[src/rtl/aabb_pkg.sv]
`timescale 1ns / 1ps
// ----------------------------------------------------------------------------
// aabb_pkg
// shared widths, constants and controller/datapath handshake types
// ----------------------------------------------------------------------------
package aabb_pkg;

  localparam int INDEX_W = 3;
  localparam int LAYER_W = 4;
  localparam int COORD_W = 16;
  localparam int EXTENT_W = 15;

  localparam logic [LAYER_W-1:0] LAYER_NONE = '0;

  localparam logic ACTION_WRITE = 1'b0;
  localparam logic ACTION_SCAN = 1'b1;

  // commands from the controller to the datapath
  typedef struct packed {
    logic wr_en;       // store the input beat into its slot
    logic pair_valid;  // a pair address is issued this cycle
    logic done_tok;    // end-of-scan token enters the pipeline
  } cmd_t;

  // status from the datapath to the controller
  typedef struct packed {
    logic done_out;    // done marker is on the result ports
  } stat_t;

endpackage

[src/rtl/aabb_ctrl.sv]
`timescale 1ns / 1ps
// ----------------------------------------------------------------------------
// aabb_ctrl
// scan sequencer: walks source/destination slot pairs and tracks busy
// ----------------------------------------------------------------------------
module aabb_ctrl import aabb_pkg::*; #(
  parameter int SLOT_COUNT = 8
) (
  input  logic                          clk,
  input  logic                          rst,
  input  logic                          start,
  input  logic                          action,
  input  stat_t                         stat,
  output logic                          busy,
  output cmd_t                          cmd,
  output logic [$clog2(SLOT_COUNT)-1:0] src_idx,
  output logic [$clog2(SLOT_COUNT)-1:0] dst_idx
);

  localparam int IDX_W = $clog2(SLOT_COUNT);
  localparam logic [IDX_W-1:0] IDX_LAST = IDX_W'(SLOT_COUNT - 1);

  localparam logic [1:0] ST_IDLE  = 2'd0;
  localparam logic [1:0] ST_SCAN  = 2'd1;
  localparam logic [1:0] ST_DONE  = 2'd2;
  localparam logic [1:0] ST_DRAIN = 2'd3;

  logic [1:0]       state;
  logic [1:0]       state_next;
  logic             accept;
  logic             last_pair;

  assign busy      = (state != ST_IDLE);
  assign accept    = start && !busy;
  assign last_pair = (src_idx == IDX_LAST) && (dst_idx == IDX_LAST);

  assign cmd.wr_en      = accept && (action == ACTION_WRITE);
  assign cmd.pair_valid = (state == ST_SCAN);
  assign cmd.done_tok   = (state == ST_DONE);

  always_comb begin
    state_next = state;
    unique case (state)
      ST_IDLE: begin
        if (accept && (action == ACTION_SCAN)) state_next = ST_SCAN;
      end
      ST_SCAN: begin
        if (last_pair) state_next = ST_DONE;
      end
      ST_DONE: begin
        state_next = ST_DRAIN;
      end
      ST_DRAIN: begin
        if (stat.done_out) state_next = ST_IDLE;
      end
      default: state_next = ST_IDLE;
    endcase
  end

  always_ff @(posedge clk) begin
    if (rst) begin
      state   <= ST_IDLE;
      src_idx <= '0;
      dst_idx <= '0;
    end else begin
      state <= state_next;
      if (state == ST_SCAN) begin
        if (dst_idx == IDX_LAST) begin
          dst_idx <= '0;
          src_idx <= (src_idx == IDX_LAST) ? '0 : src_idx + 1'b1;
        end else begin
          dst_idx <= dst_idx + 1'b1;
        end
      end
    end
  end

endmodule

[src/rtl/aabb_datapath.sv]
`timescale 1ns / 1ps
// ----------------------------------------------------------------------------
// aabb_datapath
// slot store, pair filter, overlap test and result register
// ----------------------------------------------------------------------------
module aabb_datapath import aabb_pkg::*; #(
  parameter int SLOT_COUNT = 8
) (
  input  logic                          clk,
  input  logic                          rst,
  input  cmd_t                          cmd,
  input  logic [$clog2(SLOT_COUNT)-1:0] src_idx,
  input  logic [$clog2(SLOT_COUNT)-1:0] dst_idx,
  input  logic [INDEX_W-1:0]            box_index,
  input  logic                          box_enabled,
  input  logic                          has_handler,
  input  logic [LAYER_W-1:0]            source_layer,
  input  logic [LAYER_W-1:0]            target_layer,
  input  logic signed [COORD_W-1:0]     centre_x,
  input  logic signed [COORD_W-1:0]     centre_y,
  input  logic [EXTENT_W-1:0]           extent_x,
  input  logic [EXTENT_W-1:0]           extent_y,
  output stat_t                         stat,
  output logic                          strobe,
  output logic                          hit_valid,
  output logic [INDEX_W-1:0]            hit_target,
  output logic [INDEX_W-1:0]            hit_source,
  output logic                          last
);

  localparam int IDX_W = $clog2(SLOT_COUNT);
  localparam int ATTR_W = 1 + 2 * LAYER_W;
  localparam int GEOM_W = 2 * COORD_W + 2 * EXTENT_W;
  localparam int DIFF_W = COORD_W + 1;
  localparam int SUM_W = EXTENT_W + 1;

  // slot memories: attributes and geometry, enabled bits in flops
  logic [ATTR_W-1:0] attr_mem [SLOT_COUNT];
  logic [GEOM_W-1:0] geom_mem [SLOT_COUNT];
  logic [SLOT_COUNT-1:0] enabled;

  logic              wr_ok;
  logic [IDX_W-1:0]  wr_addr;

  // stage 1: registered read data
  logic              p1_valid;
  logic              p1_done;
  logic [IDX_W-1:0]  p1_s;
  logic [IDX_W-1:0]  p1_d;
  logic              p1_s_en;
  logic              p1_d_en;
  logic [ATTR_W-1:0] p1_s_attr;
  logic [ATTR_W-1:0] p1_d_attr;
  logic [GEOM_W-1:0] p1_s_geom;
  logic [GEOM_W-1:0] p1_d_geom;

  logic               s_handler_unused;
  logic [LAYER_W-1:0] s_tgt;
  logic [LAYER_W-1:0] s_src_unused;
  logic               d_handler;
  logic [LAYER_W-1:0] d_src;
  logic [LAYER_W-1:0] d_tgt_unused;
  logic [COORD_W-1:0] s_cx, s_cy, d_cx, d_cy;
  logic [EXTENT_W-1:0] s_ex, s_ey, d_ex, d_ey;
  logic               qualify;

  // stage 2: centre difference and extent sum per axis
  logic              p2_q;
  logic              p2_done;
  logic [IDX_W-1:0]  p2_s;
  logic [IDX_W-1:0]  p2_d;
  logic [DIFF_W-1:0] p2_dx, p2_dy;
  logic [SUM_W-1:0]  p2_sx, p2_sy;

  logic [DIFF_W-1:0]  neg_x, neg_y;
  logic [COORD_W-1:0] abs_x, abs_y;
  logic               ovl_x, ovl_y;
  logic               hit;

  assign wr_ok   = cmd.wr_en && ({1'b0, box_index} < (INDEX_W + 1)'(SLOT_COUNT));
  assign wr_addr = box_index[IDX_W-1:0];

  always_ff @(posedge clk) begin
    if (rst) begin
      enabled <= '0;
    end else if (wr_ok) begin
      enabled[wr_addr] <= box_enabled;
    end
  end

  always_ff @(posedge clk) begin
    if (wr_ok) begin
      attr_mem[wr_addr] <= {has_handler, source_layer, target_layer};
      geom_mem[wr_addr] <= {centre_x, centre_y, extent_x, extent_y};
    end
    p1_s_attr <= attr_mem[src_idx];
    p1_d_attr <= attr_mem[dst_idx];
    p1_s_geom <= geom_mem[src_idx];
    p1_d_geom <= geom_mem[dst_idx];
    p1_s_en   <= enabled[src_idx];
    p1_d_en   <= enabled[dst_idx];
    p1_s      <= src_idx;
    p1_d      <= dst_idx;
  end

  assign {s_handler_unused, s_src_unused, s_tgt} = p1_s_attr;
  assign {d_handler, d_src, d_tgt_unused}        = p1_d_attr;
  assign {s_cx, s_cy, s_ex, s_ey} = p1_s_geom;
  assign {d_cx, d_cy, d_ex, d_ey} = p1_d_geom;

  // layer, enable, self and handler filter
  assign qualify = p1_valid && p1_s_en && (s_tgt != LAYER_NONE) && p1_d_en &&
                   (p1_s != p1_d) && (d_src == s_tgt) && d_handler;

  always_ff @(posedge clk) begin
    p2_s  <= p1_s;
    p2_d  <= p1_d;
    p2_dx <= {d_cx[COORD_W-1], d_cx} - {s_cx[COORD_W-1], s_cx};
    p2_dy <= {d_cy[COORD_W-1], d_cy} - {s_cy[COORD_W-1], s_cy};
    p2_sx <= {1'b0, d_ex} + {1'b0, s_ex};
    p2_sy <= {1'b0, d_ey} + {1'b0, s_ey};
  end

  // touching boxes overlap: 2*|dc| <= ed + es on doubled coordinates
  assign neg_x = DIFF_W'(0) - p2_dx;
  assign neg_y = DIFF_W'(0) - p2_dy;
  assign abs_x = p2_dx[DIFF_W-1] ? neg_x[COORD_W-1:0] : p2_dx[COORD_W-1:0];
  assign abs_y = p2_dy[DIFF_W-1] ? neg_y[COORD_W-1:0] : p2_dy[COORD_W-1:0];
  assign ovl_x = ({abs_x, 1'b0} <= {1'b0, p2_sx});
  assign ovl_y = ({abs_y, 1'b0} <= {1'b0, p2_sy});
  assign hit   = p2_q && ovl_x && ovl_y;

  always_ff @(posedge clk) begin
    if (rst) begin
      p1_valid  <= 1'b0;
      p1_done   <= 1'b0;
      p2_q      <= 1'b0;
      p2_done   <= 1'b0;
      strobe    <= 1'b0;
      hit_valid <= 1'b0;
      last      <= 1'b0;
    end else begin
      p1_valid  <= cmd.pair_valid;
      p1_done   <= cmd.done_tok;
      p2_q      <= qualify;
      p2_done   <= p1_done;
      strobe    <= hit || p2_done;
      hit_valid <= hit;
      last      <= p2_done;
    end
  end

  always_ff @(posedge clk) begin
    hit_target <= hit ? INDEX_W'(p2_d) : '0;
    hit_source <= hit ? INDEX_W'(p2_s) : '0;
  end

  assign stat.done_out = strobe && last;

endmodule

[src/rtl/aabb_pair_collision_scan_core.sv]
`timescale 1ns / 1ps
// ----------------------------------------------------------------------------
// aabb_pair_collision_scan_core
// layer-filtered box overlap scanner over a small table of box slots
// ----------------------------------------------------------------------------
// a beat is taken when start is high and busy is low. a write beat
// (action 0) stores one slot in that cycle and leaves busy low, so writes
// can follow each other every cycle; a write to an index at or beyond
// SLOT_COUNT is dropped. a scan beat (action 1) raises busy until its
// done marker is on the result ports: the sequencer issues one ordered
// pair per cycle into a three-stage pipeline (slot read,
// centre difference and extent sum, overlap compare into the result
// register), then one done token that leaves the pipeline behind the
// last pair. results come out on strobe, one per cycle at most, and must
// be taken in the cycle they show up, since nothing here can hold them.
// hits arrive in source-major, destination-minor slot order, followed by
// exactly one beat with hit_valid low and last high.
// ----------------------------------------------------------------------------
module aabb_pair_collision_scan_core import aabb_pkg::*; #(
  parameter int SLOT_COUNT = 8
) (
  input  logic                      clk,
  input  logic                      rst,
  // command side
  input  logic                      start,
  output logic                      busy,
  input  logic                      action,
  input  logic [INDEX_W-1:0]        box_index,
  input  logic                      box_enabled,
  input  logic                      has_handler,
  input  logic [LAYER_W-1:0]        source_layer,
  input  logic [LAYER_W-1:0]        target_layer,
  input  logic signed [COORD_W-1:0] centre_x,
  input  logic signed [COORD_W-1:0] centre_y,
  input  logic [EXTENT_W-1:0]       extent_x,
  input  logic [EXTENT_W-1:0]       extent_y,
  // result side
  output logic                      strobe,
  output logic                      hit_valid,
  output logic [INDEX_W-1:0]        hit_target,
  output logic [INDEX_W-1:0]        hit_source,
  output logic                      last
);

  localparam int IDX_W = $clog2(SLOT_COUNT);

  cmd_t             cmd;
  stat_t            stat;
  logic [IDX_W-1:0] src_idx;
  logic [IDX_W-1:0] dst_idx;

  // sequencer: pair counters and busy
  aabb_ctrl #(
    .SLOT_COUNT (SLOT_COUNT)
  ) u_ctrl (
    .clk     (clk),
    .rst     (rst),
    .start   (start),
    .action  (action),
    .stat    (stat),
    .busy    (busy),
    .cmd     (cmd),
    .src_idx (src_idx),
    .dst_idx (dst_idx)
  );

  // slot store, filter and overlap pipeline
  aabb_datapath #(
    .SLOT_COUNT (SLOT_COUNT)
  ) u_datapath (
    .clk          (clk),
    .rst          (rst),
    .cmd          (cmd),
    .src_idx      (src_idx),
    .dst_idx      (dst_idx),
    .box_index    (box_index),
    .box_enabled  (box_enabled),
    .has_handler  (has_handler),
    .source_layer (source_layer),
    .target_layer (target_layer),
    .centre_x     (centre_x),
    .centre_y     (centre_y),
    .extent_x     (extent_x),
    .extent_y     (extent_y),
    .stat         (stat),
    .strobe       (strobe),
    .hit_valid    (hit_valid),
    .hit_target   (hit_target),
    .hit_source   (hit_source),
    .last         (last)
  );

endmodule

[config.mk]
export PLATFORM = sky130hd
export DESIGN_NAME = aabb_pair_collision_scan_core
export DESIGN_NICKNAME = d
export VERILOG_FILES = /design/src/rtl/aabb_pkg.sv /design/src/rtl/aabb_ctrl.sv /design/src/rtl/aabb_datapath.sv /design/src/rtl/aabb_pair_collision_scan_core.sv
export SDC_FILE = /design/constraint.sdc
export NUM_CORES = 1
export LEC_CHECK = 0
export BUFFER_PORTS_ARGS = -buffer_cell sky130_fd_sc_hd__buf_2
export CAP_MARGIN = 10
export CELL_PAD_IN_SITES_DETAIL_PLACEMENT = 0
export CELL_PAD_IN_SITES_GLOBAL_PLACEMENT = 2
export CORE_UTILIZATION = 43
export CTS_CLUSTER_DIAMETER = 80
export CTS_CLUSTER_SIZE = 30
export DETAILED_ROUTE_END_ITERATION = 10
export GPL_ROUTABILITY_DRIVEN = 0
export PLACE_DENSITY = 0.84
export SETUP_SLACK_MARGIN = 0.5
export SLEW_MARGIN = 25
export SYNTH_ARGS = -nofsm -noshare
export SYNTH_HDL_FRONTEND = slang
export SYNTH_SLANG_ARGS = --single-unit
[constraint.sdc]
create_clock -name clk -period 7.5 [get_ports clk]
set_input_delay 1.125 -clock clk [delete_from_list [all_inputs] [get_ports clk]]
set_output_delay 1.125 -clock clk [all_outputs]
set_load 0.01 [all_outputs]
==> metrics.csv, run 1 <==
stage;metric;value;unit
flow_run;max-capacitance violation count;0;
timing;fin. max-slew vios;0;
grt;first-pass GRT wire length;114000;µm
clock_network;clock tree from TritonCTS;done;
clock_network;Sink Count;810;
worst_hold_path;worst hold path startpoint;u_datapath.p1_s[0];
floorplan;height of the die;286;µm
route;post-DR wirelength/cell;23.6;µm
clock_network;library cell used as clock root buffer;sky130_fd_sc_hd__clkbuf_16;
route;via count of the routed design;17900;
grt;global routing met1 resource utilization;0.239;
route;aggregate routed wire length;74600;µm
grt;M2 GR Usage;0.326;
synthesis;distinct cell type count of the synthesized netlist;60;
synthesis;prevailing post-synth register cell;sky130_fd_sc_hd__edfxtp_1;
floorplan;Die ar.;81900;µm²
pwr;overall power after layout;10.4;mW
synthesis;Synth Cell Area;34700;µm²
route;drt drc;0;
grt;most utilized layer in the global route result;met2;
pwr;Leak;12.4;nW
synthesis;EDFF count, synth;568;
route;number of DRC markers in iteration 0;1124;
worst_setup_path;register-to-register setup slack;3.81;ns
worst_setup_path;arrival time worst endpoint;4.20;ns
worst_setup_path;capturing element type of the critical path;flip-flop;
layout;synthesis-to-finish area growth;8.59;%
route;Detail Route Antenna Nets;0;
timing;Fin Clk Skew;0.0247;ns
grt;via count of the first global-routing pass;19200;
timing;number of failing setup endpoints in the final timing report;0;
clock_network;Post-CTS Repair Setup Buffers;0;
run_status;run status;finished, final reports clean;
clock_network;depth of the CTS H-tree;2;
pwr;areal power density over the cells;275;nW/µm²
floorplan;cell row count;103;
clock_network;Hold Buf Count CTS;0;
timing;minimum period implied by the final worst setup slack;3.69;ns
placement;placed inst area;36400;µm²
clock_network;buffer depth of the longest clock path;3;
grt;pin count of the biggest net entering global routing;101;
layout;final-stage net count;2265;
layout;final cell area excluding filler cells;37700;µm²
clock_network;post_cts resized;0;
placement;HPWL after detailed placement;45900;µm
route;count of TritonRoute iterations in the first routing pass;5;
layout;most common cell after layout, fill and taps aside;sky130_fd_sc_hd__edfxtp_1;
synthesis;Net Count, Synth;2196;
worst_setup_path;CP Data Required Time;8.00;ns
worst_setup_path;element type at the critical path start;flip-flop;
worst_setup_path;CP Class;reg2reg;
worst_setup_path;Crit path largest cell delay;0.71;ns
route;via/cell ratio;5.66;
layout;share of cells above drive strength 1;0.286;
floorplan;Boundary Pins;89;
clock_network;number of CTS-inserted buffers;37;
placement;number of I/O port buffers;88;
grt;grt met3 use;0.0249;
floorplan;Starting Density;0.437;
clock_network;later-pin clock latency in the skew report;0.60;ns
grt;overall fraction of global-route tracks in use;0.184;
synthesis;proportion of register bits with asynchronous set or reset after synthesis;0;
synthesis;synthesized area per cell;17.3;µm²
synthesis;synthesis-stage register bit count;810;
worst_hold_path;class of the worst hold path;reg2reg;
timing;transition time of the tightest slew-check pin;1.04;ns
grt;Overflow after GRT;0;
floorplan;core area;79400;µm²
synthesis;portion of the post-synthesis area used by sequential elements;0.631;
timing;period utilisation layout;0.493;
timing;setup repair after global routing missed its margin;no;
floorplan;floorplan die width;286;µm
timing;maximum operating frequency;271;MHz
worst_setup_path;launch point of the worst reg-to-reg path;u_datapath.p2_dx[9];
worst_setup_path;cells along the critical path;or4_4 -> or3_4 -> o21ai_0 -> xnor2_1 -> ha_1 -> a2111o_1 -> a2111oi_2 -> o21ai_1 -> nor3_1;
synthesis;count of mapped cells out of synthesis;2011;
worst_setup_path;cell type of the slowest stage on the worst timing path;sky130_fd_sc_hd__a2111oi_2;
timing;max_slew headroom;0.307;
worst_setup_path;largest fanout of any net on the critical path;7;
pwr;VDD IR-drop max;0.000248;V
synthesis;count of synthesis-stage warnings from yosys;0;
layout;top library cells by usage in the layout, fill and taps aside;sky130_fd_sc_hd__edfxtp_1 (568), sky130_fd_sc_hd__mux4_2 (270), sky130_fd_sc_hd__dfxtp_1 (236);
timing;Final Hold Violating Endpoints;0;
clock_network;clock transition at the registers of the reported paths;0.11;ns
grt;antenna violations before repair;10;
worst_setup_path;worst setup path startpoint;u_datapath.p2_dx[9];
timing;Total Negative Setup Slacks;0;ns
==> synth_stat cells (all sizes together) (6+ instances only) <==
cell,n,area share
o31ai,9,0.0019
o211ai,7,0.0017
o31a,7,0.0018
edfxtp,568,0.49
o41ai,7,0.0023
nand2b,13,0.0023
xor2,12,0.0030
a21oi,54,0.0078
nor2,52,0.0056
nand3,13,0.0019
xnor2,61,0.015
mux2,135,0.044
mux4,270,0.18
o21a,17,0.0037
nand2,54,0.0058
a21o,7,0.0015
a31oi,7,0.0013
nor3,28,0.0040
inv,105,0.011
buf,32,0.0040
ha,102,0.037
a221oi,6,0.0015
nand4,9,0.0016
or3,7,0.0015
dfxtp,242,0.14
o21ai,52,0.0075
clkbuf,52,0.0056
nor4,6,0.0013
nor2b,20,0.0036
==> final timing paths <==
path	to	cells after the start
min reg2reg	u_datapath.p2_s[0]	0
max reg2reg	u_datapath.hit_source[2]	9
min	u_datapath.p2_s[0]	0
max	u_datapath.hit_source[2]	9
==> power by group <==
part	switching [mW]	internal (mW)	total, mW
combinational	1.27	1.18	2.45
clock	1.44	1.04	2.47
sequential	0.291	5.16	5.46
==> state kept, by name (all words and copies together) (netlist names), 4 cells and up <==
| name | flops |
|---|---|
| u_datapath.geom_mem | 496 |
| u_datapath.attr_mem | 72 |
| u_datapath.p1_d_geom | 62 |
| u_datapath.p1_s_geom | 62 |
| u_datapath.p2_dx | 17 |
| u_datapath.p2_dy | 17 |
| u_datapath.p2_sx | 16 |
| u_datapath.p2_sy | 16 |
| u_datapath.enabled | 8 |
| u_datapath.p1_d_attr | 5 |
| u_datapath.p1_s_attr | 4 |
==> critical path: cells and delay by family (launching register included) <==
family,cells,cell delay (ns)
compound gates,4,1.67
simple gates,3,1.17
xor+xnor,1,0.15
flops,1,0.35
fa+ha+maj,1,0.27
==> metrics by stage <==
step	hold WS (ns)	utilization	worst slack, ns	instances
2_1_floorplan	0.349	-	2.05	2011
3_3_place_gp	0.355	0.459	3.51	3090
3_5_place_dp	0.362	0.459	3.52	3090
4_1_cts	0.377	0.474	3.80	3158
5_1_grt	0.380	0.475	3.70	3161
6_report	0.378	0.475	3.81	3162
==> metal layers <==
layer,vias to the layer above,routed length [µm]
met5,-,40
met3,93,3370
li1,8097,-
met1,9317,31000
met2,382,38600
met4,6,1600
==> cells by family (layout without fill, tap and decap cells) <==
| family | Yosys count | in the layout | synth area share |
|---|---|---|---|
| other cells | 0 | 3 | 0 |
| xor+xnor | 73 | 73 | 0.0184 |
| compound gates | 201 | 201 | 0.0380 |
| flops | 810 | 810 | 0.631 |
| mux | 410 | 410 | 0.220 |
| simple gates | 222 | 222 | 0.0322 |
| fa+ha+maj | 106 | 106 | 0.0391 |
| buf+inv | 189 | 287 | 0.0210 |
==> final cells by class <==
class	count	area, µm²
clock buffer	49	1010
inverter	105	394
fill	6694	41700
clock inverter	19	213
multi-input combinational	1012	12200
timing repair buffer	114	672
tap	1050	1310
sequential	810	21900
antenna	3	7.51
(Power assumes the default switching activity.)
==> inputs of run 2 (changes only) <==
clock period = 3 ns   (was 7.5 ns; I/O delays follow)
==> metrics.csv, run 2 (synthesis results as in run 1) <==
stage;metric;value;unit;change
layout;synthesis-to-finish area growth;10.7;%;was 8.59%
timing;period utilisation layout;0.979;;was 0.493
clock_network;clock tree from TritonCTS;done;;unchanged
floorplan;height of the die;286;µm;unchanged
timing;max_slew headroom;0.479;;was 0.307
layout;registers with the most flip-flops;u_datapath.geom_mem x496, u_datapath.attr_mem x72;;unchanged
route;via count of the routed design;17900;;about the same
pwr;Psw;7.66;mW;was 2.99 mW
timing;number of failing setup endpoints in the final timing report;0;;unchanged
floorplan;core area;79400;µm²;unchanged
worst_setup_path;arrival time worst endpoint;3.45;ns;was 4.20 ns
grt;overall fraction of global-route tracks in use;0.182;;was 0.184
clock_network;buffer depth of the longest clock path;3;;unchanged
floorplan;Boundary Pins;89;;unchanged
pwr;VDD IR-drop max;0.000426;V;was 0.000248 V
flow_run;max-capacitance violation count;0;;unchanged
clock_network;later-pin clock latency in the skew report;0.60;ns;about the same
route;number of DRC markers in iteration 0;1163;;was 1124
layout;top library cells by usage in the layout, fill and taps aside;sky130_fd_sc_hd__edfxtp_1 (568), sky130_fd_sc_hd__mux4_2 (270), sky130_fd_sc_hd__dfxtp_1 (226);;was sky130_fd_sc_hd__edfxtp_1 (568), sky130_fd_sc_hd__mux4_2 (270), sky130_fd_sc_hd__dfxtp_1 (236)
grt;Overflow after GRT;0;;unchanged
worst_setup_path;capturing element type of the critical path;flip-flop;;unchanged
clock_network;number of CTS-inserted buffers;37;;unchanged
floorplan;Die ar.;81900;µm²;unchanged
pwr;overall power after layout;26.5;mW;was 10.4 mW
grt;most utilized layer in the global route result;met2;;unchanged
placement;HPWL after detailed placement;44200;µm;was 45900 µm
worst_hold_path;class of the worst hold path;in2reg;;was reg2reg
pwr;power share of the clock group;0.229;;was 0.238
placement;number of I/O port buffers;88;;unchanged
clock_network;clock transition at the registers of the reported paths;0.11;ns;about the same
timing;Final Hold Violating Endpoints;0;;unchanged
layout;share of cells above drive strength 1;0.318;;was 0.286
worst_setup_path;CP Data Required Time;3.51;ns;was 8.00 ns
timing;maximum operating frequency;340;MHz;was 271 MHz
timing;minimum period implied by the final worst setup slack;2.94;ns;was 3.69 ns
route;drt drc;0;;unchanged
layout;Finished Core Util;0.484;;was 0.475
grt;via count of the first global-routing pass;19300;;was 19200
worst_setup_path;CP Class;reg2reg;;unchanged
pwr;Leak;12.7;nW;was 12.4 nW
grt;pin count of the biggest net entering global routing;91;;was 101
floorplan;cell row count;103;;unchanged
grt;grt met3 use;0.0234;;was 0.0249
route;Detail Route Antenna Nets;0;;unchanged
clock_network;depth of the CTS H-tree;2;;unchanged
worst_setup_path;largest fanout of any net on the critical path;7;;unchanged
pwr;sequential share of power;0.513;;was 0.526
timing;fin. max-slew vios;0;;unchanged
grt;first-pass GRT wire length;114000;µm;about the same
grt;global routing met1 resource utilization;0.231;;was 0.239
pwr;part of the power in combinational logic;0.258;;was 0.236
grt;antenna violations before repair;8;;was 10
timing;transition time of the tightest slew-check pin;0.781;ns;was 1.04 ns
layout;number of inserted filler cells in the final layout;6620;;was 6694
route;count of TritonRoute iterations in the first routing pass;5;;unchanged
layout;final-stage net count;2291;;was 2265
pwr;areal power density over the cells;689;nW/µm²;was 275 nW/µm²
pwr;Sw Ratio;0.289;;about the same
pwr;Pint;18.8;mW;was 7.38 mW
layout;most common cell after layout, fill and taps aside;sky130_fd_sc_hd__edfxtp_1;;unchanged
grt;M2 GR Usage;0.332;;was 0.326
timing;Fin Clk Skew;0.0195;ns;was 0.0247 ns
route;aggregate routed wire length;73500;µm;was 74600 µm
floorplan;floorplan die width;286;µm;unchanged
timing;crit path setup slack, layout;0.0619;ns;was 3.81 ns
clock_network;Hold Buf Count CTS;0;;unchanged
route;via/cell ratio;5.60;;was 5.66
floorplan;Starting Density;0.437;;unchanged
run_status;run status;finished, final reports clean;;unchanged
worst_setup_path;element type at the critical path start;flip-flop;;unchanged
layout;Largest Register;u_datapath.geom_mem;;unchanged
route;post-DR wirelength/cell;23.1;µm;was 23.6 µm
worst_setup_path;register-to-register setup slack;0.06;ns;was 3.81 ns
layout;max reg flops;496;;unchanged
placement;worst setup slack after placement;-0.154;ns;was 3.52 ns
clock_network;library cell used as clock root buffer;sky130_fd_sc_hd__clkbuf_16;;unchanged
clock_network;Sink Count;810;;unchanged
timing;setup repair after global routing missed its margin;yes;;was no
[run 2: changes by cell type in the layout (fill, tap and decap cells not counted), sizes merged]
cell	before	now
bufinv	1	0
clkinv	6	3
clkinvlp	1	2
diode	3	4
buf	114	140
clkbuf	49	51
inv	116	114
[run 2: path summary, 6_finish.rpt]
path	from	endpoint	depth (start not counted)
setup reg to reg	u_datapath.p2_dx[4]	u_datapath.hit_source[2]	11
hold / removal	centre_y[15]	u_datapath.geom_mem[7][45]	1
setup / recovery	u_datapath.p2_dx[4]	u_datapath.hit_source[2]	11
hold reg to reg	u_datapath.p1_d[2]	u_datapath.p2_d[2]	0
[run 2: stage by stage]
step / cell area, µm² / setup TNS (ns) / instances / hold WS (ns)
after global placement: 36900 / -0.211 / 3101 / 0.355
final: 38400 / 0 / 3186 / 0.114
after detailed placement: 36900 / -0.841 / 3101 / 0.355
after global routing: 38400 / -0.242 / 3183 / 0.0985
after CTS: 38300 / 0 / 3179 / 0.0823
after floorplan: 34900 / -49.98 / 2011 / 0.349
[run 2: worst max-delay path: stages (launching register included)]
cell and delay [ns]:
sky130_fd_sc_hd__dfxtp_2 0.33, sky130_fd_sc_hd__or3_4 0.38, sky130_fd_sc_hd__or3_4 0.37, sky130_fd_sc_hd__buf_4 0.16, sky130_fd_sc_hd__o31ai_4 0.25, sky130_fd_sc_hd__xnor2_2 0.11, sky130_fd_sc_hd__ha_2 0.19, sky130_fd_sc_hd__a2111o_1 0.42
sky130_fd_sc_hd__a2111oi_4 0.19, sky130_fd_sc_hd__buf_4 0.19, sky130_fd_sc_hd__o21ai_4 0.09, sky130_fd_sc_hd__nor3_1 0.17
[run 2: final cells by class]
type,count,area (µm²),area share
flip-flops and latches,810,21900,0.571
inverters,105,394,0.0103
diodes,4,10.0,0.000260
clock inverters,14,173,0.00449
repair buffers,140,1140,0.0298
well taps,1050,1310,0.0342
multi-input cells,1012,12400,0.324
clock buffers,51,1010,0.0263
[run 2: power groups by stage]
stage	Clock, mW	Combinational, mW	Sequential [mW]
after floorplan	0	4.92	13.5
after global placement	0	6.30	13.7
after detailed placement	0	6.39	13.8
after CTS	6.25	6.73	13.6
after global routing	6.61	7.58	13.7
final	6.06	6.83	13.6
[run 2: metal layers]
metal  part of all wire  wire length [µm]
met5            0.00033                24
met4              0.019              1390
met3              0.036              2650
met2               0.53             39300
met1               0.41             30100
[run 2: repair_timing]
action | 4_1_cts | 5_1_grt
pin swaps | 16 | 12
buffers inserted | 13 | 3
gates resized for setup | 24 | 28
setup endpoints to repair | 9 | 60
endpoints found under the hold margin | 0 | 0
==> inputs of run 3 (changes only) <==
PLACE_DENSITY = 0.83   (was 0.84)
SYNTH_HIERARCHICAL = 1   (was not set)
==> metrics.csv, run 3 <==
stage;metric;value;unit;change
route;drt drc;0;;unchanged
run_status;run status;finished with violations;;was finished, final reports clean
clock_network;later-pin clock latency in the skew report;0.60;ns;about the same
grt;pin count of the biggest net entering global routing;73;;was 91
layout;synthesis-to-finish area growth;11.6;%;was 10.7%
timing;setup repair after global routing missed its margin;yes;;unchanged
synthesis;Net Count, Synth;2178;;was 2196
synthesis;share of synthesized cell area in and, or, nand and nor gates;0.0318;;was 0.0322
timing;crit path setup slack, layout;-0.260;ns;was 0.0619 ns
clock_network;clock transition at the registers of the reported paths;0.11;ns;about the same
timing;period utilisation layout;1.09;;was 0.979
worst_setup_path;CP Class;reg2reg;;unchanged
synthesis;post-synthesis compound-gate area fraction;0.0358;;was 0.0380
layout;Largest Register;u_datapath/geom_mem;;was u_datapath.geom_mem
pwr;Pint;18.7;mW;was 18.8 mW
synthesis;proportion of register bits with asynchronous set or reset after synthesis;0;;unchanged
synthesis;share of the synthesized area in the top cell type;0.492;;was 0.491
layout;registers with the most flip-flops;u_datapath/geom_mem x496, u_datapath/attr_mem x72;;was u_datapath.geom_mem x496, u_datapath.attr_mem x72
flow_run;max-capacitance violation count;0;;unchanged
timing;maximum operating frequency;307;MHz;was 340 MHz
synthesis;synthesis-stage register bit count;810;;unchanged
clock_network;number of CTS-inserted buffers;37;;unchanged
clock_network;clock tree from TritonCTS;done;;unchanged
worst_setup_path;Crit path largest cell delay;0.54;ns;was 0.42 ns
synthesis;Synth Cell Area;34700;µm²;about the same
synthesis;Area contributors post-synth;sky130_fd_sc_hd__edfxtp_1 (49%), sky130_fd_sc_hd__mux4_2 (18%), sky130_fd_sc_hd__dfxtp_1 (14%);;unchanged
route;count of TritonRoute iterations in the first routing pass;5;;unchanged
grt;first-pass GRT wire length;114000;µm;about the same
worst_setup_path;cell type of the slowest stage on the worst timing path;sky130_fd_sc_hd__or4_4;;was sky130_fd_sc_hd__a2111o_1
timing;WHS;0.112;ns;was 0.114 ns
floorplan;Die ar.;81800;µm²;was 81900 µm²
placement;number of I/O port buffers;88;;unchanged
layout;Finished Core Util;0.487;;was 0.484
synthesis;count of synthesis-stage warnings from yosys;6;;was 0
synthesis;share of synthesized area spent on multiplexers;0.221;;was 0.220
timing;transition time of the tightest slew-check pin;0.680;ns;was 0.781 ns
timing;max_slew headroom;0.546;;was 0.479
grt;antenna violations before repair;10;;was 8
layout;flip-flop and latch area;21900;µm²;about the same
route;via count of the routed design;17900;;about the same
layout;top library cells by usage in the layout, fill and taps aside;sky130_fd_sc_hd__edfxtp_1 (568), sky130_fd_sc_hd__mux4_2 (270), sky130_fd_sc_hd__dfxtp_1 (229);;was sky130_fd_sc_hd__edfxtp_1 (568), sky130_fd_sc_hd__mux4_2 (270), sky130_fd_sc_hd__dfxtp_1 (226)
layout;share of cells above drive strength 1;0.321;;was 0.318
route;post-DR wirelength/cell;23.1;µm;about the same
placement;HPWL after detailed placement;46800;µm;was 44200 µm
timing;Total Negative Setup Slacks;-1.82;ns;was 0 ns
synthesis;distinct cell type count of the synthesized netlist;70;;was 60
pwr;Leak;12.9;nW;was 12.7 nW
synthesis;parity-gate share of the synthesized area counting xor and xnor cells;0.0202;;was 0.0184
floorplan;core area;79400;µm²;unchanged
worst_setup_path;arrival time worst endpoint;3.81;ns;was 3.45 ns
layout;number of inserted filler cells in the final layout;6692;;was 6620
worst_setup_path;cells along the critical path;or4_4 -> or3_4 -> o41ai_4 -> xnor2_1 -> ha_1 -> o21a_1 -> o21a_1 -> o22ai_2 -> a31oi_2 -> buf_4 -> nor3_2 -> buf_4 -> and2_1;;was or3_4 -> or3_4 -> buf_4 -> o31ai_4 -> xnor2_2 -> ha_2 -> a2111o_1 -> a2111oi_4 -> buf_4 -> o21ai_4 -> nor3_1
route;Detail Route Antenna Nets;0;;unchanged
synthesis;combinational family with the most area after synthesis;multiplexers;;unchanged
synthesis;Adder-Cell Fraction of Synth Area;0.0395;;was 0.0391
route;number of DRC markers in iteration 0;1147;;was 1163
synthesis;top cell type by total area after synthesis;sky130_fd_sc_hd__edfxtp_1;;unchanged
pwr;VDD IR-drop max;0.000380;V;was 0.000426 V
synthesis;EDFF count, synth;568;;unchanged
clock_network;depth of the CTS H-tree;2;;unchanged
synthesis;most repeated cell in the gate-level netlist after synthesis;sky130_fd_sc_hd__edfxtp_1;;unchanged
floorplan;floorplan die width;286;µm;about the same
pwr;Sw Ratio;0.280;;was 0.289
clock_network;Hold Buf Count CTS;0;;unchanged
worst_setup_path;capturing element type of the critical path;flip-flop;;unchanged
route;aggregate routed wire length;73900;µm;was 73500 µm
pwr;sequential share of power;0.516;;was 0.513
run_status;violations in the final reports;negative setup slack;;
floorplan;cell row count;103;;unchanged
pwr;part of the power in combinational logic;0.248;;was 0.258
floorplan;Starting Density;0.437;;about the same
synthesis;portion of the post-synthesis area used by sequential elements;0.632;;was 0.631
pwr;Psw;7.28;mW;was 7.66 mW
clock_network;Sink Count;810;;unchanged
clock_network;library cell used as clock root buffer;sky130_fd_sc_hd__clkbuf_16;;unchanged
floorplan;height of the die;286;µm;about the same
synthesis;count of mapped cells out of synthesis;1992;;was 2011
placement;worst setup slack after placement;-0.300;ns;was -0.154 ns
synthesis;Synth top cells by count;sky130_fd_sc_hd__edfxtp_1 (568), sky130_fd_sc_hd__mux4_2 (270), sky130_fd_sc_hd__dfxtp_1 (242);;unchanged
pwr;power share of the clock group;0.235;;was 0.229
worst_hold_path;class of the worst hold path;in2reg;;unchanged
grt;via count of the first global-routing pass;19400;;was 19300
layout;total area of multi-input combinational cells;12300;µm²;was 12400 µm²
route;via/cell ratio;5.59;;was 5.60
synthesis;synthesized area per cell;17.4;µm²;was 17.3 µm²
timing;minimum period implied by the final worst setup slack;3.26;ns;was 2.94 ns
timing;fin. max-slew vios;0;;unchanged
grt;Overflow after GRT;0;;unchanged
clock_network;buffer depth of the longest clock path;3;;unchanged
pwr;overall power after layout;26.0;mW;was 26.5 mW
worst_setup_path;element type at the critical path start;flip-flop;;unchanged
layout;final standard cell count with taps included and fillers excluded;3195;;was 3186
layout;final cell area excluding filler cells;38700;µm²;was 38400 µm²
timing;number of failing setup endpoints in the final timing report;8;;was 0
layout;final-stage net count;2302;;was 2291
worst_setup_path;largest fanout of any net on the critical path;6;;was 7
layout;most common cell after layout, fill and taps aside;sky130_fd_sc_hd__edfxtp_1;;unchanged
layout;max reg flops;496;;unchanged
placement;# placed instances;3123;;was 3101
floorplan;Boundary Pins;89;;unchanged
placement;placed inst area;37300;µm²;was 36900 µm²
timing;Fin Clk Skew;0.0342;ns;was 0.0195 ns
synthesis;prevailing post-synth register cell;sky130_fd_sc_hd__edfxtp_1;;unchanged
worst_setup_path;CP Data Required Time;3.55;ns;was 3.51 ns
grt;overall fraction of global-route tracks in use;0.184;;was 0.182
timing;Final Hold Violating Endpoints;0;;unchanged
worst_setup_path;register-to-register setup slack;-0.26;ns;was 0.06 ns
pwr;areal power density over the cells;671;nW/µm²;was 689 nW/µm²
[run 3: cell count changes in the layout (fill, tap and decap cells not counted), moves of 5 or more]
cell	delta
sky130_fd_sc_hd__nor3_1	-11
sky130_fd_sc_hd__nand2b_1	+5
sky130_fd_sc_hd__inv_1	-10
sky130_fd_sc_hd__buf_4	+11
sky130_fd_sc_hd__and2_1	+9
sky130_fd_sc_hd__nand2_1	-13
sky130_fd_sc_hd__a21o_1	+9
sky130_fd_sc_hd__buf_12	+15
[run 3: power groups by stage]
stage,registers (mW),clock network (mW),logic [mW]
floorplan,13.5,0,4.61
global placement,13.6,0,6.23
detailed placement,13.7,0,6.34
CTS,13.4,6.32,6.42
global route,13.5,6.70,7.17
finish,13.4,6.11,6.45
[run 3: cells by family after synthesis]
family	count (synthesis)
AO/OA/AOI/OAI	197
buffers and inverters	178
XOR/XNOR	79
multiplexers	412
adder cells (fa/ha/maj)	107
AND/OR/NAND/NOR	209
flip-flops	810
[run 3: cell type report]
cell class,instances,area share
timing repair buffer,166,0.0395
tap,1050,0.0340
clock inverter,15,0.00572
clock buffer,50,0.0252
inverter,97,0.00948
sequential,810,0.567
multi-input combinational,1004,0.319
antenna,3,0.000194
[run 3: worst paths after layout]
check | start | endpoint | cells after the start
worst max register to register | u_datapath/p2_dy[6] | u_datapath/hit_source[0] | 13
worst max-delay path | u_datapath/p2_dy[6] | u_datapath/hit_source[0] | 13
worst min register to register | u_datapath/p1_s[2] | u_datapath/p2_s[2] | 0
worst min-delay path | extent_x[3] | u_datapath/geom_mem[7][18] | 1
[run 3: what timing repair did]
item | CTS | global route
setup endpoints to repair | 9 | 18
gates resized for setup | 7 | 27
endpoints found under the hold margin | 0 | 0
buffers inserted | 0 | 4
pin swaps | 5 | 13
[run 3: routing by layer]
metal / part of all wire / global-route usage / wire [µm]
met1: 0.42 / 0.230 / 30800
met2: 0.53 / 0.337 / 39200
met3: 0.031 / 0.0222 / 2320
met4: 0.021 / 0.0456 / 1570
met5: 0.00034 / 0 / 25
[run 3: worst max-delay path: cells and delay by family (launching register included)]
kind / cells / cell delay, ns
AOI/OAI and AO/OA: 5 / 0.87
xor gates and xnor gates: 1 / 0.13
adders and majority gates: 1 / 0.33
buffers and inverters: 2 / 0.36
DFF: 1 / 0.33
and+or+nand+nor: 4 / 1.21
